`config.mk`:
```
export PLATFORM = sky130hd
export DESIGN_NAME = compacting_slot_block_allocator
export DESIGN_NICKNAME = d
export VERILOG_FILES = /design/src/rtl/csba_pkg.sv /design/src/rtl/csba_ram.sv /design/src/rtl/compacting_slot_block_allocator.sv
export VERILOG_INCLUDE_DIRS = /design/src /design/src/rtl
export SDC_FILE = /design/constraint.sdc
export NUM_CORES = 1
export LEC_CHECK = 0
export ABC_CLOCK_PERIOD_IN_PS = 9940
export BUFFER_PORTS_ARGS = -buffer_cell sky130_fd_sc_hd__buf_2
export CAP_MARGIN = 20
export CELL_PAD_IN_SITES_DETAIL_PLACEMENT = 0
export CELL_PAD_IN_SITES_GLOBAL_PLACEMENT = 2
export CORE_ASPECT_RATIO = 1.25
export CORE_MARGIN = 2
export CORE_UTILIZATION = 38
export CTS_CLUSTER_SIZE = 12
export DETAILED_ROUTE_END_ITERATION = 7
export GPL_ROUTABILITY_DRIVEN = 0
export PLACE_DENSITY = 0.79
export SYNTH_ARGS = -nofsm -noshare
export SYNTH_HDL_FRONTEND = slang
export SYNTH_SLANG_ARGS = --single-unit
```
`constraint.sdc`:
```
create_clock -name clk -period 9.94 [get_ports clk]
set_clock_uncertainty 0.05 [all_clocks]
set_input_delay 1.988 -clock clk [delete_from_list [all_inputs] [get_ports clk]]
set_output_delay 1.988 -clock clk [all_outputs]
set_load 0.05 [all_outputs]
```
`src/rtl/assert_macros.svh`:
```
// Assertion helpers; clocked on clk, off while arst_n is low.
`ifndef ASSERT_MACROS_SVH
`define ASSERT_MACROS_SVH

// Property must hold at every rising clock edge.
`define ASSERT_CLK(lbl, prop, msg) \
	lbl: assert property (@(posedge clk) disable iff (!arst_n) prop) else $error(msg);

// Expression must never be true.
`define ASSERT_NEVER(lbl, expr, msg) \
	lbl: assert property (@(posedge clk) disable iff (!arst_n) !(expr)) else $error(msg);

`endif

```
`src/rtl/csba_pkg.sv`:
```
package csba_pkg;

	// default geometry
	localparam int CSBA_BLOCK_COUNT = 56;
	localparam int CSBA_BLOCK_BYTES = 256;
	localparam int CSBA_SLOT_COUNT  = 10;

	// field widths
	localparam int OP_W     = 2;
	localparam int STATUS_W = 2;
	localparam int ID_W     = 4;
	localparam int SIZE_W   = 14;
	localparam int BLK_W    = 6;

	localparam int S_TDATA_W = 24;
	localparam int S_TUSER_W = 2;
	localparam int M_TDATA_W = 72;
	localparam int M_TUSER_W = 3;

	// operations
	localparam logic [OP_W-1:0] OP_CLEAR  = 2'd0;
	localparam logic [OP_W-1:0] OP_ALLOC  = 2'd1;
	localparam logic [OP_W-1:0] OP_DELETE = 2'd2;
	localparam logic [OP_W-1:0] OP_QUERY  = 2'd3;

	// result status
	localparam logic [STATUS_W-1:0] ST_OK         = 2'd0;
	localparam logic [STATUS_W-1:0] ST_NO_SPACE   = 2'd1;
	localparam logic [STATUS_W-1:0] ST_NO_SLOT    = 2'd2;
	localparam logic [STATUS_W-1:0] ST_SLOT_EMPTY = 2'd3;

	typedef struct packed {
		logic [STATUS_W-1:0] status;
		logic [ID_W-1:0]     slot_out;
		logic [BLK_W-1:0]    start_block;
		logic [BLK_W-1:0]    block_count;
		logic [SIZE_W-1:0]   slot_bytes;
		logic [ID_W-1:0]     next_free_slot;
		logic                move_valid;
		logic [BLK_W-1:0]    move_src_block;
		logic [BLK_W-1:0]    move_dst_block;
		logic [BLK_W-1:0]    move_block_count;
	} res_t;

endpackage

```
`src/rtl/csba_ram.sv`:
```
module csba_ram #(
	parameter int WIDTH = 8,
	parameter int DEPTH = 16,
	localparam int AW = (DEPTH > 1) ? $clog2(DEPTH) : 1
) (
	input  logic             clk,
	input  logic             we,
	input  logic [AW-1:0]    waddr,
	input  logic [WIDTH-1:0] wdata,
	input  logic [AW-1:0]    raddr,
	output logic [WIDTH-1:0] rdata
);

	logic [WIDTH-1:0] mem [DEPTH];
	logic [WIDTH-1:0] rdata_q;

	always_ff @(posedge clk) begin
		if (we) begin
			mem[waddr] <= wdata;
		end
		rdata_q <= mem[raddr];
	end

	assign rdata = rdata_q;

endmodule

```
`src/rtl/compacting_slot_block_allocator.sv`:
```
// Compacting slot block allocator.
// Input channel s_axis: op in tuser, slot_id and size_bytes in tdata. One item in,
// one result item out on m_axis for every op (status and move flag in tuser).
// Slot descriptors (start block, byte size) live in a one-port-read, one-port-write
// RAM with a registered read; a valid bit per slot makes never-written or
// cleared slots read as empty, so clear takes effect at once.
// Allocate/delete/query: the addressed descriptor is read, its size rounded up to
// blocks by a reciprocal unit (multiply, then correct), then every slot is read
// once, in order, to find the two lowest empty slots and, on delete, to lower the
// starts above the freed slot (read-modify-write, one slot per cycle). A final
// write-back state writes the granted slot. The result then goes to the output
// register, and only after that is the next item taken; throughput is bound by
// the descriptor sweep through the single RAM read port. Clear skips the sweep.
// Reset (arst_n low) empties all slots and zeroes the block pointer; no sweep needed.
// A stalled m_axis holds its result; the next item may still be accepted and is
// worked on until its result waits for the output register to free up.
`include "assert_macros.svh"

module compacting_slot_block_allocator
	import csba_pkg::*;
#(
	parameter int BLOCK_COUNT = CSBA_BLOCK_COUNT,
	parameter int BLOCK_BYTES = CSBA_BLOCK_BYTES,
	parameter int SLOT_COUNT  = CSBA_SLOT_COUNT
) (
	input  logic                 clk,
	input  logic                 arst_n,
	input  logic                 s_axis_tvalid,
	output logic                 s_axis_tready,
	// [3:0] slot_id, [17:4] size_bytes, [23:18] zero
	input  logic [S_TDATA_W-1:0] s_axis_tdata,
	// [1:0] op
	input  logic [S_TUSER_W-1:0] s_axis_tuser,
	output logic                 m_axis_tvalid,
	input  logic                 m_axis_tready,
	// [3:0] slot_out, [9:4] start_block, [15:10] block_count, [29:16] slot_bytes,
	// [43:30] free_bytes, [47:44] next_free_slot, [53:48] move_src_block,
	// [59:54] move_dst_block, [65:60] move_block_count, [71:66] zero
	output logic [M_TDATA_W-1:0] m_axis_tdata,
	// [1:0] status, [2] move_valid
	output logic [M_TUSER_W-1:0] m_axis_tuser
);

	localparam int AW    = (SLOT_COUNT > 1) ? $clog2(SLOT_COUNT) : 1;
	localparam int PW    = $clog2(SLOT_COUNT + 1);
	localparam int NBW   = $clog2(BLOCK_COUNT + 1);
	localparam int FBW   = $clog2(BLOCK_COUNT * BLOCK_BYTES + 1);
	localparam int MW    = NBW + SIZE_W;
	// blocks_of(): x = size + BLOCK_BYTES - 1 < 2^15, q ~ x * RECIP >> DIV_K, fixed by one step
	localparam int XW    = 15;
	localparam int DIV_K = 15;
	localparam int PRW   = 30;
	localparam int RECIP = (1 << DIV_K) / BLOCK_BYTES;

	localparam logic [2:0] S_IDLE = 3'd0;
	localparam logic [2:0] S_TGT  = 3'd1;
	localparam logic [2:0] S_DIV1 = 3'd2;
	localparam logic [2:0] S_DIV2 = 3'd3;
	localparam logic [2:0] S_SCAN = 3'd4;
	localparam logic [2:0] S_WB   = 3'd5;
	localparam logic [2:0] S_DONE = 3'd6;

	logic [2:0]            state_q;
	logic [OP_W-1:0]       op_q;
	logic [ID_W-1:0]       id_q;
	logic [SIZE_W-1:0]     size_q;
	logic [SLOT_COUNT-1:0] valid_q;
	logic [NBW-1:0]        next_block_q;
	logic                  tgt_hit_q;
	logic [NBW-1:0]        tgt_start_q;
	logic [SIZE_W-1:0]     tgt_size_q;
	logic                  fits_q;
	logic [XW-1:0]         x_q;
	logic [PRW-1:0]        prod_q;
	logic [XW-1:0]         nb_q;
	logic [PW-1:0]         rd_ptr_q;
	logic [PW-1:0]         chk_ptr_q;
	logic [PW-1:0]         fe_q;
	logic [PW-1:0]         se_q;
	res_t                  res_q;
	res_t                  res_d;
	res_t                  res_idle;

	logic                  out_valid_q;
	res_t                  out_res_q;
	logic [SIZE_W-1:0]     out_free_q;

	logic                  ram_we;
	logic [AW-1:0]         ram_waddr;
	logic [MW-1:0]         ram_wdata;
	logic [AW-1:0]         ram_raddr;
	logic [MW-1:0]         ram_rdata;

	logic                  in_acc;
	logic                  out_free;
	logic [AW-1:0]         id_idx;
	logic                  id_in_range;
	logic [AW-1:0]         chk_idx;
	logic [NBW-1:0]        rd_start;
	logic [SIZE_W-1:0]     rd_size;
	logic                  chk_empty;
	logic                  chk_lower;
	logic [NBW-1:0]        lowered;
	logic [FBW-1:0]        free_full;
	logic [XW-1:0]         q0;
	logic [XW-1:0]         rem;
	logic                  alloc_ok;
	logic [15:0]           msrc;
	logic                  del_hit;

	assign in_acc      = s_axis_tvalid && s_axis_tready;
	assign s_axis_tready = (state_q == S_IDLE);
	assign out_free    = !out_valid_q || m_axis_tready;
	assign id_idx      = AW'(id_q);
	assign id_in_range = 32'(id_q) < 32'(SLOT_COUNT);
	assign chk_idx     = chk_ptr_q[AW-1:0];
	assign rd_start    = ram_rdata[MW-1:SIZE_W];
	assign rd_size     = ram_rdata[SIZE_W-1:0];
	assign chk_empty   = !valid_q[chk_idx] || (rd_size == '0);

	// free bytes from the live block pointer
	always_comb begin
		if (next_block_q < NBW'(BLOCK_COUNT)) begin
			free_full = FBW'(NBW'(BLOCK_COUNT) - next_block_q) * FBW'(BLOCK_BYTES);
		end else begin
			free_full = '0;
		end
	end

	// rounding correction: remainder below twice the block size
	assign q0  = prod_q[DIV_K +: XW];
	assign rem = x_q - XW'(q0 * XW'(BLOCK_BYTES));

	// compaction of other slots during the sweep
	assign lowered   = (16'(rd_start) > 16'(nb_q)) ? NBW'(16'(rd_start) - 16'(nb_q)) : '0;
	assign del_hit   = (op_q == OP_DELETE) && tgt_hit_q;
	assign chk_lower = del_hit && (32'(chk_ptr_q) != 32'(id_q)) && valid_q[chk_idx]
		&& (rd_start > tgt_start_q);
	assign alloc_ok  = (op_q == OP_ALLOC) && fits_q && (fe_q != PW'(SLOT_COUNT));
	assign msrc      = 16'(tgt_start_q) + 16'(nb_q);

	always_comb begin
		ram_raddr = (state_q == S_IDLE) ? AW'(s_axis_tdata[ID_W-1:0]) : rd_ptr_q[AW-1:0];
		ram_we    = 1'b0;
		ram_waddr = chk_idx;
		ram_wdata = {lowered, rd_size};
		if (state_q == S_SCAN) begin
			ram_we = chk_lower;
		end else if (state_q == S_WB) begin
			ram_we    = alloc_ok;
			ram_waddr = fe_q[AW-1:0];
			ram_wdata = {next_block_q, size_q};
		end
	end

	// clear result: everything zero, slot echoed, lowest free slot 0
	always_comb begin
		res_idle          = '0;
		res_idle.status   = ST_OK;
		res_idle.slot_out = s_axis_tdata[ID_W-1:0];
	end

	// result fields, settled in the write-back cycle
	always_comb begin
		res_d                  = '0;
		res_d.status           = ST_OK;
		res_d.slot_out         = id_q;
		res_d.next_free_slot   = ID_W'(fe_q);
		if (op_q == OP_ALLOC) begin
			if (!fits_q) begin
				res_d.status = ST_NO_SPACE;
			end else if (!alloc_ok) begin
				res_d.status = ST_NO_SLOT;
			end else begin
				res_d.slot_out       = ID_W'(fe_q);
				res_d.start_block    = BLK_W'(next_block_q);
				res_d.block_count    = BLK_W'(nb_q);
				res_d.slot_bytes     = size_q;
				// a zero-size grant leaves the slot empty
				res_d.next_free_slot = (size_q == '0) ? ID_W'(fe_q) : ID_W'(se_q);
			end
		end else if (!tgt_hit_q) begin
			res_d.status = ST_SLOT_EMPTY;
		end else begin
			res_d.start_block = BLK_W'(tgt_start_q);
			res_d.block_count = BLK_W'(nb_q);
			res_d.slot_bytes  = tgt_size_q;
			if (op_q == OP_DELETE) begin
				res_d.move_valid     = 1'b1;
				res_d.move_dst_block = BLK_W'(tgt_start_q);
				res_d.move_src_block = BLK_W'(msrc);
				res_d.move_block_count = (32'(BLOCK_COUNT) > 32'(msrc)) ?
					BLK_W'(16'(BLOCK_COUNT) - msrc) : '0;
				res_d.next_free_slot = (32'(id_q) < 32'(fe_q)) ? id_q : ID_W'(fe_q);
			end
		end
	end

	always_ff @(posedge clk or negedge arst_n) begin
		if (!arst_n) begin
			state_q      <= S_IDLE;
			valid_q      <= '0;
			next_block_q <= '0;
			out_valid_q  <= 1'b0;
		end else begin
			if (state_q == S_DONE && out_free) begin
				out_valid_q <= 1'b1;
			end else if (m_axis_tready) begin
				out_valid_q <= 1'b0;
			end
			unique case (state_q)
				S_IDLE: begin
					if (in_acc) begin
						if (s_axis_tuser == OP_CLEAR) begin
							valid_q      <= '0;
							next_block_q <= '0;
							state_q      <= S_DONE;
						end else begin
							state_q <= S_TGT;
						end
					end
				end
				S_TGT:  state_q <= S_DIV1;
				S_DIV1: state_q <= S_DIV2;
				S_DIV2: state_q <= S_SCAN;
				S_SCAN: begin
					if (chk_ptr_q == PW'(SLOT_COUNT - 1)) begin
						state_q <= S_WB;
					end
				end
				S_WB: begin
					if (alloc_ok) begin
						valid_q[fe_q[AW-1:0]] <= 1'b1;
						next_block_q <= next_block_q + NBW'(nb_q);
					end else if (del_hit) begin
						valid_q[id_idx] <= 1'b0;
						next_block_q <= (16'(next_block_q) > 16'(nb_q)) ?
							NBW'(16'(next_block_q) - 16'(nb_q)) : '0;
					end
					state_q <= S_DONE;
				end
				S_DONE: begin
					if (out_free) begin
						state_q <= S_IDLE;
					end
				end
				default: state_q <= S_IDLE;
			endcase
		end
	end

	// datapath registers
	always_ff @(posedge clk) begin
		case (state_q)
			S_IDLE: begin
				op_q     <= s_axis_tuser;
				id_q     <= s_axis_tdata[ID_W-1:0];
				size_q   <= s_axis_tdata[ID_W +: SIZE_W];
				rd_ptr_q <= '0;
				res_q    <= res_idle;
			end
			S_TGT: begin
				tgt_hit_q   <= id_in_range && valid_q[id_idx] && (rd_size != '0);
				tgt_start_q <= rd_start;
				tgt_size_q  <= (id_in_range && valid_q[id_idx]) ? rd_size : '0;
				fits_q      <= 32'(size_q) <= 32'(free_full);
				if (op_q == OP_ALLOC) begin
					x_q <= XW'(size_q) + XW'(BLOCK_BYTES - 1);
				end else if (id_in_range && valid_q[id_idx]) begin
					x_q <= XW'(rd_size) + XW'(BLOCK_BYTES - 1);
				end else begin
					x_q <= XW'(BLOCK_BYTES - 1);
				end
			end
			S_DIV1: begin
				prod_q <= PRW'(x_q) * PRW'(RECIP);
			end
			S_DIV2: begin
				nb_q      <= (32'(rem) >= 32'(BLOCK_BYTES)) ? q0 + XW'(1) : q0;
				rd_ptr_q  <= rd_ptr_q + PW'(1);
				chk_ptr_q <= '0;
				fe_q      <= PW'(SLOT_COUNT);
				se_q      <= PW'(SLOT_COUNT);
			end
			S_SCAN: begin
				rd_ptr_q  <= rd_ptr_q + PW'(1);
				chk_ptr_q <= chk_ptr_q + PW'(1);
				if (chk_empty) begin
					if (fe_q == PW'(SLOT_COUNT)) begin
						fe_q <= chk_ptr_q;
					end else if (se_q == PW'(SLOT_COUNT)) begin
						se_q <= chk_ptr_q;
					end
				end
			end
			S_WB: begin
				res_q <= res_d;
			end
			S_DONE: begin
				if (out_free) begin
					out_res_q  <= res_q;
					out_free_q <= SIZE_W'(free_full);
				end
			end
			default: ;
		endcase
	end

	csba_ram #(
		.WIDTH (MW),
		.DEPTH (SLOT_COUNT)
	) u_desc_ram (
		.clk   (clk),
		.we    (ram_we),
		.waddr (ram_waddr),
		.wdata (ram_wdata),
		.raddr (ram_raddr),
		.rdata (ram_rdata)
	);

	assign m_axis_tvalid = out_valid_q;
	assign m_axis_tdata  = {6'b0,
		out_res_q.move_block_count, out_res_q.move_dst_block, out_res_q.move_src_block,
		out_res_q.next_free_slot, out_free_q, out_res_q.slot_bytes,
		out_res_q.block_count, out_res_q.start_block, out_res_q.slot_out};
	assign m_axis_tuser  = {out_res_q.move_valid, out_res_q.status};

	`ASSERT_CLK(a_next_block_bound, next_block_q <= NBW'(BLOCK_COUNT), "block pointer past end of store")
	`ASSERT_CLK(a_move_only_ok, m_axis_tvalid && m_axis_tuser[2] |-> m_axis_tuser[1:0] == ST_OK, "move command on a failed op")
	`ASSERT_CLK(a_load_from_done, $rose(m_axis_tvalid) |-> $past(state_q == S_DONE), "result shown outside done")
	`ASSERT_CLK(a_accept_leaves_idle, s_axis_tvalid && s_axis_tready |=> state_q != S_IDLE, "accepted item not started")
	`ASSERT_NEVER(a_no_write_idle, ram_we && (state_q == S_IDLE || state_q == S_DONE), "descriptor write while idle")

endmodule
```
==> impl_results.md <==
- First-pass GRT wire length: 68310 um
- WP data required: 7900 ps
- Congestion Overflow GR: 0
- Wirelength per Cell: roughly 21 um
- Final WL: about 45000 um
- Full die area: 0.05165 mm2
- Layout cells sized above 1: 13.04%
- H-tree depth: 2
- IO Pins: 107
- Core Rows: between 90 and 100
- CP max stage cell: or3_1
- Area Overhead vs Synth: 13.16%
- Antenna fix cells: 0
- Pins Over Slew Limit: 0
- Fraction of registers with async set/reset: between 4 and 5%
- Synth Cell Area: between 0.015 and 0.02 mm2
- Clk Tree Root Cell: clkbuf_16
- Setup violations, final: 0
- Die X: 203.7 um
- CP cell instances: or3_1 -> inv_6 -> buf_2
- Antenna violations before repair: 0
- I/O Buffers: 86
- Commonest non-fill, non-tap cell in the layout: edfxtp_1
- Synth warnings: 0
- Post-synth EDFFs: 396
- Post-CTS sizing: 0
- Post-synthesis mux area share: 4.188%
- Seq/Total Area, Yosys: about two thirds
- Starting Density: approximately two fifths
- Violation count after the first detailed-route iteration: about 1000
- Min-delay worst type: reg2reg
- Setup TNS: 0 ps
- Fin nets: roughly 1600
- Hold_buf cts: 0
- Core area: 0.04930 mm2
- Delay-heaviest family, CP: buffers and inverters
- Status: completed
- Synthesized flop and latch total: 436
- CTS Sinks: 436
- Mapped Cells: 1396
- Max IR drop VDD: 146.2 uV
- Die Y: around 250 um
- Worst slew pin tran: ~1200 ps
- Critical path type: reg2out
- RSZ-0062 raised after global routing: false
- Top fanout value on the critical path: 27
- Buf/Inv on CP: 2
- Vias in the first global route: roughly 11000
- DR vias: 11340
- Antenna Nets Post-Route: 0
- HPWL after DPL: 29090 um
- Synth cell types: 75
- Final min period: 4517 ps
- Post-route insts no fill: 2169
- Clock Latency Late Sink: 560 ps
- Worst-path clk slew: 60 ps
- Largest family of logic cells by synthesized area: simple AND/OR/NAND/NOR gates
- Post-route cell area: 0.02143 mm2
- Post-Synth Simple-Gate Area: approximately a tenth
- Power Density: 307.6 mW/mm2
- GR Util All Layers: roughly 17%
- Via-to-Cell Ratio: 5.228
- Critical Path Max Stage Delay: 680 ps
- CTS tree: done
- F_max: 221.4 MHz
- CP Capture Type: output pin
- Total CTS buffers: between 40 and 50
- Ys flop type: edfxtp_1
- Hold Vio Cnt, Final: 0
- Largest net degree at the start of global routing: 62
- Syn avg cell area: 13.57 um2
- Leak pwr: 7.810 nW
- Synth Area in Adders: just under 4%
- Placed Cells: 2088
- Worst setup SP type: register
- Compound-cell area share of the yosys netlist: about 8.7%
- # DRC: 0
- Buffer depth of the longest clock path: 3
- Post-CTS setup buffer count: 0
- Drt first pass iters: 5
- Max_cap viols: 0
- Crit path DAT: 2480 ps
- Post-synthesis xor/xnor area fraction: 1.942%
- Most frequent cells in the layout: edfxtp_1, nor2_1, nand2_1, buf_2, o21ai_0
- Final period util: 45.44%
- Area after DPL: between 0.02 and 0.025 mm2
- Slew HR: about 22%
[path summary, 6_finish.rpt]
| kind | from | endpoint | slack, ps | depth (start not counted) |
|---|---|---|---|---|
| max | state_q[1] | s_axis_tready | 5420 | 3 |
| min | res_q[23] | m_axis_tdata[16] | 370 | 0 |
| max reg2reg | state_q[1] | u_desc_ram.rdata[10] | 5890 | 9 |
| min reg2reg | res_q[23] | m_axis_tdata[16] | 370 | 0 |
| max in group asynchronous | arst_n | valid_q[1] | 8080 | 1 |
| min in group asynchronous | arst_n | valid_q[0] | 1380 | 1 |
[worst register-to-register path: stages, from the launching register on]
cell and delay (ps):
dfrtp_1 520, or3_1 680, inv_6 370, mux2i_4 290
buf_4 500, buf_4 820, mux2i_1 350, a22oi_1 110
nand4_1 170, o21ai_1 70
[cell usage after synthesis (all sizes together), types with 3 or more instances]
master   count  area share (%)
a22oi       20            0.79
o2111ai      3            0.14
a21o         6            0.24
nor3        20            0.55
or3          7            0.23
ha          52             3.4
dfrtp       20             2.6
nor2       140             2.8
a31oi       11            0.40
dfxtp       20             2.1
o21bai       3            0.12
a41oi        3            0.14
nand3b      11            0.44
o41ai        3            0.14
nand3       22            0.58
nor4         5            0.17
mux4         4            0.48
o221ai       5            0.23
o31a         3            0.14
o31ai        7            0.28
nor3b        4            0.16
a22o        28             1.3
clkbuf      31            0.61
buf         48             1.7
xnor2       30             1.4
a211oi       5            0.22
inv         56             1.1
and3         7            0.23
o21ai      100             2.6
nand2       89             1.8
and2        26            0.86
o22ai        3            0.13
o21a         4            0.16
nand2b      18            0.59
a21oi       32            0.85
xor2        12            0.55
fa           5            0.53
mux2i       68             3.6
nor2b        9            0.30
nand4       30            0.99
edfxtp     396              63
[logic make-up (layout without fill, tap and decap cells)]
family / count (synthesis) / in the layout
other cells: 1 / 14
xor+xnor: 42 / 42
fa+ha+maj: 57 / 57
simple gates: 398 / 398
flops: 436 / 436
mux: 74 / 74
buf+inv: 136 / 245
compound gates: 252 / 252
[stage by stage]
stage	power (mW)	hold WS, ps	utilization (%)	worst slack, ps
floorplan	4.418	350.3	-	4670
global placement	5.005	351.1	40.67	5439
detailed placement	5.055	354.5	40.67	5429
CTS	6.644	367.6	43.42	5385
global route	6.982	373.8	43.47	5326
finish	6.593	366.4	43.47	5423
[final cells by class]
cell class,instances,area [um2]
clock inverter,11,155.1
inverter,57,219.0
fill,4481,27870
timing repair buffer,110,614.3
clock buffer,67,1197
tap,651,814.5
sequential,436,12790
multi-input combinational,837,5639
[state kept, by name (all words and copies together), names as in the netlist, 6 cells and up]
| register | count |
|---|---|
| m_axis_tdata | 52 |
| nb_q | 8 |
| next_block_q | 6 |
| out_free_q | 6 |
| prod_q | 7 |
| res_q | 55 |
| size_q | 14 |
| tgt_size_q | 14 |
| tgt_start_q | 6 |
| u_desc_ram.mem | 200 |
| u_desc_ram.rdata | 20 |
| valid_q | 10 |
| x_q | 7 |
[power breakdown]
part           switching, mW  internal, mW  leakage, nW
clock                  0.670         0.912        0.649
sequential             0.295          2.58         4.09
combinational           1.45         0.689         3.07
total                   2.41          4.18         7.81
[layer usage]
metal | vias up | part of all wire (%) | global-route usage [%]
li1 | 5344 | - | -
met1 | 5666 | 42 | 21.17
met2 | 251 | 52 | 31.86
met4 | 0 | 2.8 | 6.069
met3 | 79 | 3.4 | 2.001
met5 | - | 0 | 0
Note: power is estimated with default switching activity, not from simulation.
